`config.mk`:
```
export PLATFORM = sky130hd
export DESIGN_NAME = ppbd_queue
export DESIGN_NICKNAME = d
export VERILOG_FILES = /design/src/ppbd_pkg.sv /design/src/ppbd_queue.sv
export SDC_FILE = /design/constraint.sdc
export NUM_CORES = 1
export LEC_CHECK = 0
export BUFFER_PORTS_ARGS = -buffer_cell sky130_fd_sc_hd__buf_2
export CAP_MARGIN = 40
export CORE_MARGIN = 5
export CORE_UTILIZATION = 61
export DETAILED_ROUTE_END_ITERATION = 7
export GPL_ROUTABILITY_DRIVEN = 0
export MAX_ROUTING_LAYER = met4
export PLACE_DENSITY_LB_ADDON = 0.05
export SYNTH_ARGS = -nofsm -noshare
export SYNTH_HDL_FRONTEND = slang
export SYNTH_SLANG_ARGS = --single-unit
```
`constraint.sdc`:
```
create_clock -name clock -period 17.16 [get_ports clock]
set_clock_uncertainty 0.15 [all_clocks]
set_input_delay 2.574 -clock clock [delete_from_list [all_inputs] [get_ports clock]]
set_output_delay 2.574 -clock clock [all_outputs]
set_load 0.03 [all_outputs]
```
`src/ppbd_pkg.sv`:
```
`timescale 1ns / 1ps
package ppbd_pkg;

   typedef struct packed {
      logic signed [15:0] point_x;
      logic signed [15:0] point_y;
      logic signed [15:0] vertex_x;
      logic signed [15:0] vertex_y;
      logic               last_vertex;
   } req_word_type;

   typedef struct packed {
      logic [24:0] min_distance;
      logic        too_few_vertices;
   } rsp_word_type;

   // Segment job handed from the front to the back.
   typedef struct packed {
      logic signed [15:0] ax;
      logic signed [15:0] ay;
      logic signed [15:0] bx;
      logic signed [15:0] by;
      logic signed [15:0] qx;
      logic signed [15:0] qy;
      logic               open_poly;
      logic               close_poly;
      logic               single;
   } job_type;

   localparam int JobWidth = $bits(job_type);
   localparam int QueueDepth = 4;
   localparam int QueueAddrWidth = 2;
   localparam logic [49:0] BestInit = {50{1'b1}};

endpackage

```
`src/ppbd_queue.sv`:
```
`timescale 1ns / 1ps
module ppbd_queue
   import ppbd_pkg::*;
(
   input  logic    clock,
   input  logic    reset,
   input  logic    push,
   input  job_type push_data,
   output logic    full,
   input  logic    pop,
   output job_type pop_data,
   output logic    empty
);

   job_type                   store_ff [QueueDepth];
   logic [QueueAddrWidth-1:0] wr_ptr_ff, wr_ptr_in;
   logic [QueueAddrWidth-1:0] rd_ptr_ff, rd_ptr_in;
   logic [QueueAddrWidth:0]   count_ff, count_in;
   logic                      do_push, do_pop;

   assign full = (count_ff == (QueueAddrWidth+1)'(QueueDepth));
   assign empty = (count_ff == '0);
   assign do_push = push && !full;
   assign do_pop = pop && !empty;
   assign pop_data = store_ff[rd_ptr_ff];

   always_comb begin
      wr_ptr_in = wr_ptr_ff + QueueAddrWidth'(do_push);
      rd_ptr_in = rd_ptr_ff + QueueAddrWidth'(do_pop);
      count_in = count_ff + (QueueAddrWidth+1)'(do_push) - (QueueAddrWidth+1)'(do_pop);
   end

   always_ff @(posedge clock) begin
      if (reset) begin
         wr_ptr_ff <= '0;
         rd_ptr_ff <= '0;
         count_ff <= '0;
      end else begin
         wr_ptr_ff <= wr_ptr_in;
         rd_ptr_ff <= rd_ptr_in;
         count_ff <= count_in;
      end
      if (do_push) begin
         store_ff[wr_ptr_ff] <= push_data;
      end
   end

endmodule

```
==> impl_metrics.toml <==
[floorplan]
boundaryPins = 204
start_util = 0.622
die_w_um = 165
die_y_um = 165
coreArea_sq_um = 23500
dieArea_sq_um = 27200
rows = 56

[timing]
period_needed_ns = 5.53
setup_ws_ns = 11.63
clock.fmax_mhz = 181
slew_headroom = 0.442
slew_viol_final = 0
fin_crit_sh = 0.323
hold-worst-slack_ns = 0.466
hold_viol_final = 0
worst_slew_pin_slew_ns = 0.837
fin_tns_setup_ns = 0
setup_viol = 0
rsz0062_at_grt = "no"

[yosys]
synth.area.mux_share = 0.152
synth_top_family_by_area = "multiplexers"
synth-main-ff-cell = "edfxtp_1"
synth_seq_cells = 403
synth_area_leaders = "edfxtp_1 81%, mux4_2 15%, dfxtp_1 0.96%"
ys_warn_count = 0
yosysTopAreaCell = "edfxtp_1"
yosysUniqueCellTypes = 22
seq_area_frac_synth = 0.821
yosys-top-cells-count = "396 x edfxtp_1, 99 x mux4_2, 10 x buf_6"
synth_fa_ha_area_frac = 0.00307
avgSynthCellArea_sq_um = 26.5
synth-xor-area-share = 0.00359
synth_top_area_share = 0.812
synth-async-reset-ratio = 0
syn_inst = 552
synthSimpleGateAreaFrac = 0.00615
synth_nets = 658
synth.most_common_cell = "edfxtp_1"
synth_edf_count = 396
syn_area_sq_um = 14600
synth_compound_area_frac = 0.00111

[worst_setup_path]
critPathKind = "flop to output pin"
r2r-end = "store_ff[3][63]"
rr_startpoint = "count_ff[1]"
slowest_delay_ns = 0.84
crit_buf_inv = 2
worst-endpoint-arrival_ns = 2.81
required_ns = 14.44
slowest_stage = "dfxtp_4"
crit_path_end_kind = "output pin"
start_kind = "flop"
cp_top_family = "buffers and inverters"
rrSetupSlack_ns = 14.13
path_cells = "buf_4 > mux4_2 > buf_2"
cp_max_fo = 54
r2r_cells = 5

[placement]
portBuffers = 203
place_ws_ns = 12.06
dp_hpwl_um = 16700

[global_route]
grt_pass1_vias = 7167
grt_antenna_before_repair = 6
grt_max_degree = 56
grtUsageTotal = 0.211
grt_pass1_wl_um = 41300
overflow = 0

[cells_and_area]
post-route-util = 0.737
nets = 894
area_growth_pct = 18.5
post_route_cells_drive_above_1_share = 0.458

[route]
via_per_inst = 5.72
drt-initial-drc-count = 436
dr.pass1.iters = 4
route.detailed.drc = 0
ant_nets = 0
wl_per_cell_um = 23.8
wirelength_um = 27100
vias = 6530

[cts]
htree_levels = 2
clock-sinks = 403
holdBufCountCts = 0
clk_pin_slew_ns = 0.06
cts_resized = 0
cts.path.max_buffers = 3
cts_buffers = 39
cts_root_buf = "clkbuf_16"
cts_tree = "done"
post_cts_buffers = 0
clock_latency_ns = 0.51

[status]
run_status = "finished clean"

[job]
drv_cap = 0

[hold_path]
min_from = "wr_ptr_ff[1]"
min_path_type = "flop to flop"
hold_end = "wr_ptr_ff[1]"
min_path_cells = 2

[pwr]
p_per_area_nw_per_um2 = 162
vdd_ir_drop_max_mv = 0.0934
leakage_uw = 0.00580
p_total_uw = 2800
[routing by layer]
layer  global-route usage  vias up  wire, um
li1                     -     2870         -
met1                0.264     3417     10500
met2                0.351      193     14100
met3               0.0534       50      1800
met4               0.0575        0       714
met5                    -        -         0
[cells in the final DEF, fill, tap and decap left out, types with 3 or more instances in the layout]
master | synthesis | routed
buf_4 | 2 | 9
xnor2_1 | 4 | 4
mux4_2 | 99 | 99
nor3b_2 | 1 | 3
nor2_1 | 4 | 4
nor2b_1 | 3 | 3
buf_2 | 9 | 203
clkbuf_16 | 0 | 41
clkinv_2 | 0 | 5
dfxtp_1 | 7 | 5
bufinv_16 | 0 | 4
clkinv_1 | 0 | 14
diode_2 | 0 | 6
clkbuf_1 | 1 | 6
edfxtp_1 | 396 | 396
buf_12 | 0 | 3
[stage by stage]
stage / instances / instance area [sq um]
final: 1142 / 17400
after global routing: 1142 / 17400
after CTS: 1136 / 17300
after detailed placement: 1066 / 16100
after global placement: 1061 / 16000
after floorplan: 552 / 14600
[worst min-delay path, delay by kind of cell (launching register included)]
| kind | cells | cell delay (ns) |
|---|---|---|
| flip-flops | 1 | 0.37 |
| XOR/XNOR | 1 | 0.16 |
| AND/OR/NAND/NOR | 1 | 0.04 |
[flip-flops by register name, indices dropped and copies added (netlist names)]
register,cells
rd_ptr_ff,2
store_ff,396
count_ff,3
wr_ptr_ff,2
[layout make-up]
type	instances	area [sq um]
multi-input combinational	125	2450
sequential	403	12000
clock inverter	23	198
tap	319	399
antenna	6	15.0
inverter	2	7.51
timing repair buffer	217	1200
fill	1359	6180
clock buffer	47	1050
[cell families after synthesis]
family	after synthesis
simple gates	15
flops	403
buf+inv	24
compound gates	2
mux	99
fa+ha+maj	3
xor+xnor	6
[power breakdown]
group	total, uW	switching (uW)	internal (uW)	leakage (uW)
registers	1240	44.7	1200	0.00369
clock network	823	330	493	0.000610
logic	739	458	281	0.00151
[how the worst max path moves through the flow]
stage | depth (start not counted) | to | from | slack (ns)
after floorplan | 2 | store_ff[1][0] | push | 6.37
after global placement | 3 | pop_data[49] | rd_ptr_ff[0] | 11.44
after detailed placement | 5 | store_ff[3][22] | push | 12.06
after CTS | 3 | pop_data[49] | rd_ptr_ff[1] | 11.57
after global routing | 3 | pop_data[49] | rd_ptr_ff[1] | 11.49
final | 3 | pop_data[49] | rd_ptr_ff[1] | 11.63
(Power assumes the default switching activity.)
