===== src/ppbd_pkg.sv =====
`timescale 1ns / 1ps
package ppbd_pkg;

   typedef struct packed {
      logic signed [15:0] point_x;
      logic signed [15:0] point_y;
      logic signed [15:0] vertex_x;
      logic signed [15:0] vertex_y;
      logic               last_vertex;
   } req_word_type;

   typedef struct packed {
      logic [24:0] min_distance;
      logic        too_few_vertices;
   } rsp_word_type;

   // Segment job handed from the front to the back.
   typedef struct packed {
      logic signed [15:0] ax;
      logic signed [15:0] ay;
      logic signed [15:0] bx;
      logic signed [15:0] by;
      logic signed [15:0] qx;
      logic signed [15:0] qy;
      logic               open_poly;
      logic               close_poly;
      logic               single;
   } job_type;

   localparam int JobWidth = $bits(job_type);
   localparam int QueueDepth = 4;
   localparam int QueueAddrWidth = 2;
   localparam logic [49:0] BestInit = {50{1'b1}};

endpackage


===== src/ppbd_front.sv =====
`timescale 1ns / 1ps
module ppbd_front
   import ppbd_pkg::*;
(
   input  logic         clock,
   input  logic         reset,
   input  logic         push,
   input  req_word_type req_word,
   output logic         full,
   output logic         job_push,
   output job_type      job_data,
   input  logic         job_full
);

   typedef enum logic [1:0] {ST_TAKE, ST_CLOSE} state_type;

   state_type          state_ff;
   logic               started_ff;
   logic signed [15:0] qx_ff, qy_ff, fx_ff, fy_ff, px_ff, py_ff;
   logic               accept;

   assign full = job_full || (state_ff == ST_CLOSE);
   assign accept = push && !full;

   always_comb begin
      job_data = '0;
      job_push = 1'b0;
      if (state_ff == ST_CLOSE) begin
         job_push = 1'b1;
         job_data.ax = px_ff;
         job_data.ay = py_ff;
         job_data.bx = fx_ff;
         job_data.by = fy_ff;
         job_data.qx = qx_ff;
         job_data.qy = qy_ff;
         job_data.close_poly = 1'b1;
      end else if (accept) begin
         job_push = 1'b1;
         job_data.bx = req_word.vertex_x;
         job_data.by = req_word.vertex_y;
         if (!started_ff) begin
            job_data.open_poly = 1'b1;
            job_data.single = req_word.last_vertex;
         end else begin
            job_data.ax = px_ff;
            job_data.ay = py_ff;
            job_data.qx = qx_ff;
            job_data.qy = qy_ff;
         end
      end
   end

   always_ff @(posedge clock) begin
      if (reset) begin
         state_ff <= ST_TAKE;
         started_ff <= 1'b0;
      end else begin
         unique case (state_ff)
            ST_TAKE: begin
               if (accept) begin
                  if (!started_ff) begin
                     qx_ff <= req_word.point_x;
                     qy_ff <= req_word.point_y;
                     fx_ff <= req_word.vertex_x;
                     fy_ff <= req_word.vertex_y;
                     started_ff <= !req_word.last_vertex;
                  end else if (req_word.last_vertex) begin
                     state_ff <= ST_CLOSE;
                  end
                  px_ff <= req_word.vertex_x;
                  py_ff <= req_word.vertex_y;
               end
            end
            ST_CLOSE: begin
               if (!job_full) begin
                  state_ff <= ST_TAKE;
                  started_ff <= 1'b0;
               end
            end
            default: state_ff <= ST_TAKE;
         endcase
      end
   end

endmodule


===== config.mk =====
export PLATFORM = sky130hd
export DESIGN_NAME = ppbd_front
export DESIGN_NICKNAME = d
export VERILOG_FILES = /design/src/ppbd_pkg.sv /design/src/ppbd_front.sv
export SDC_FILE = /design/constraint.sdc
export NUM_CORES = 1
export LEC_CHECK = 0
export BUFFER_PORTS_ARGS = -buffer_cell sky130_fd_sc_hd__buf_4
export CAP_MARGIN = 30
export CORE_ASPECT_RATIO = 0.8
export CORE_MARGIN = 5
export CORE_UTILIZATION = 45
export DETAILED_ROUTE_END_ITERATION = 12
export HOLD_SLACK_MARGIN = 0.02
export PLACE_DENSITY = 0.75
export SETUP_SLACK_MARGIN = 0.3
export SLEW_MARGIN = 20
export SYNTH_ARGS = -nofsm -noshare
export SYNTH_HDL_FRONTEND = slang
export SYNTH_SLANG_ARGS = --single-unit

===== constraint.sdc =====
create_clock -name clock -period 14.7 [get_ports clock]
set_input_delay 1.47 -clock clock [delete_from_list [all_inputs] [get_ports clock]]
set_output_delay 1.47 -clock clock [all_outputs]
set_load 0.02 [all_outputs]

==> results.yml <==
status:
  status: "completed"
synthesis:
  syn-cell-area_sq_um: 4310
  synth_top_cell_by_area: "edfxtp_1"
  yosys_register_bits: 98
  yosysWarnings: 0
  ys_seq_area_share_pct: 67.9
  synthCells: 298
  synth_nets: 367
  syn_area_per_cell_sq_um: 14.5
  synthTopCellsByArea: "edfxtp_1, a21boi_2, nand2b_1, a21boi_1, nand2_1"
  synth_top_area_share_pct: 66.9
  synth_cell_type_count: 24
worst_setup_path:
  setup.worst_path.start: "job_full"
  worstPathRequired_ns: 13.23
  crit_path_end_kind: "output port"
  worstPathMaxFanout: 20
  endpoint: "job_data[0]"
  setup.worst_path.start_class: "input port"
  rr_startpoint: "state_ff[0]"
  reg2reg_slack_ns: 12.79
  critPathKind: "input port to output port"
  crit_arrival_ns: 2.92
  reg2reg_depth: 4
  r2r-end: "state_ff[0]"
floorplanning:
  std_cell_rows: 32
  die_x_um: 119
  start_util_pct: 45.4
  ios: 170
  core_area_sq_um: 9490
  dieArea_sq_um: 11600
  die-height_um: 97.5
clock_tree:
  cts_buffer_depth: 2
  numCtsBuffers: 9
  clkTransAtPathRegs_ns: 0.07
  ctsResizeCount: 0
  cts_tree: "done"
  htreeDepth: 3
  holdBufCountCts: 0
  clk_latency_ns: 0.33
  root_buffer: "clkbuf_16"
  cts_setup_buffers: 0
  cts.sinks: 98
routing:
  drtAntennaViolNets: 0
  drcViolationCount: 0
  drt_wl_total_um: 10200
  first_pass_iters: 4
  vias: 2920
  wl_per_cell_um: 17.4
  via_per_inst: 4.99
  drtIter0Drc: 140
power:
  switchingPower_uw: 126
  p_int_uw: 475
  power_frac_seq_pct: 52.9
  p_leak_nw: 2.34
  peakVddDrop_mv: 0.0510
  clkPwrFrac_pct: 37.7
  switching_share_pct: 21.0
  combPwrFrac_pct: 9.3
  p_per_area_nw_per_um2: 102
timing:
  hold_ws_ns: 0.546
  clock.fmax_ghz: 0.228
  fin_skew_ns: 0.00924
  finalWorstPathRequiredPeriod_ns: 4.39
  fin_setup_tns_ns: 0
  slew_headroom_pct: 37.6
  rsz0062_at_grt: "no"
  tightest_slew_ns: 0.936
  slew_viol_final: 0
  setup_violations: 0
  finalCritPeriodShare_pct: 29.9
  hold_violations: 0
job:
  drv_cap: 0
finish:
  antenna_cells: 0
  fin_util_pct: 62.3
  final_nets: 530
  nFillCells: 760
  drive_above_1_share_pct: 49.4
  stdcell_count: 585
  syn_to_final_growth_pct: 37.3
placement:
  hpwl_um: 6960
  portBuffers: 169
  placed_cells: 569
  gp_congestion: 0.774
global_route:
  grt_overflow: 0
  first_global_vias: 2906
  grt_antenna_before_repair: 0
  grt_first_pass_wirelength_um: 16100
  grt_max_degree: 68
  grt_usage_pct: 17.2
worst_hold_path:
  hp-class: "register to register"
registers in the layout, summed over array words and instances, names as in the netlist:
| name | cells |
|---|---|
| py_ff | 16 |
| qy_ff | 16 |
| state_ff | 1 |
| fx_ff | 16 |
| qx_ff | 16 |
| fy_ff | 16 |
| px_ff | 16 |
| started_ff | 1 |
Yosys cell counts:
| library cell | instances |
|---|---|
| a221oi_1 | 1 |
| o21ai_1 | 14 |
| edfxtp_1 | 96 |
| buf_4 | 5 |
| inv_2 | 1 |
| nor3_1 | 2 |
| nor4b_1 | 1 |
| a21boi_1 | 25 |
| a21boi_2 | 34 |
| o21ai_0 | 18 |
| a21boi_0 | 5 |
| o32ai_2 | 1 |
| inv_1 | 2 |
| nand3b_1 | 1 |
| dfxtp_1 | 2 |
| buf_6 | 10 |
| or3b_2 | 1 |
| clkbuf_1 | 4 |
| buf_2 | 4 |
| or3b_1 | 1 |
| clkbuf_2 | 2 |
| nand2_1 | 34 |
| nor4_1 | 1 |
| nand2b_1 | 33 |
layout by cell type, fill, tap and decap left out, drive strengths merged:
master	Yosys	routed
buf	19	177
edfxtp	96	96
a21boi	64	64
nand2	34	34
nand2b	33	33
o21ai	32	32
clkbuf	6	12
inv	3	3
clkinvlp	0	2
nor3	2	2
or3b	2	2
dfxtp	2	2
nand3b	1	1
nor4	1	1
nor4b	1	1
a221oi	1	1
o32ai	1	1
clkinv	0	1
bufinv	0	1
final cells by class:
| type | instances | area, sq um | share of cell area [%] |
|---|---|---|---|
| sequential | 98 | 2920 | 49.5 |
| inverter | 3 | 11.3 | 0.190 |
| tap | 119 | 149 | 2.52 |
| multi-input combinational | 172 | 1190 | 20.1 |
| clock inverter | 4 | 53.8 | 0.910 |
| timing repair buffer | 177 | 1350 | 22.8 |
| clock buffer | 12 | 236 | 4.00 |
worst max-delay path: stages:
cell	delay (ns)
buf_4	0.12
nand2b_1	0.45
buf_4	0.38
nor4b_1	0.30
buf_4	0.19
through the flow:
stage	cell area [sq um]	power (mW)	setup slack, ns
final	5910	0.601	10.31
after global routing	5910	0.624	10.19
after CTS	5910	0.609	10.29
after detailed placement	5620	0.381	10.31
after global placement	5590	0.379	10.33
after floorplan	4310	0.350	6.13
cell families after synthesis:
| group | after synthesis | synth area share, % |
|---|---|---|
| DFF | 98 | 67.9 |
| AOI/OAI and AO/OA | 98 | 18.4 |
| and+or+nand+nor | 74 | 8.92 |
| buffers and inverters | 28 | 4.79 |
worst min path at each step:
stage,start,endpoint,cells after the start
after global placement,started_ff,started_ff,2
after CTS,started_ff,started_ff,2
after detailed placement,started_ff,started_ff,2
final,started_ff,started_ff,2
after global routing,started_ff,started_ff,2
after floorplan,started_ff,started_ff,2
routing by layer:
layer	share of wire (%)	global-route usage, %	vias to the layer above
li1	-	-	1407
met1	44	23.0	1375
met2	47	27.4	134
met3	9.3	5.82	4
met4	0.30	3.43	0
met5	0	0	-
power by group through the flow:
stage                     clock network, mW  registers (mW)  logic [mW]
after global placement                    0           0.324      0.0548
final                                 0.227           0.318      0.0560
after floorplan                           0           0.325      0.0251
after global routing                  0.245           0.319      0.0605
after detailed placement                  0           0.325      0.0567
after CTS                             0.234           0.319      0.0568
Power figures use the tool's default switching activity.
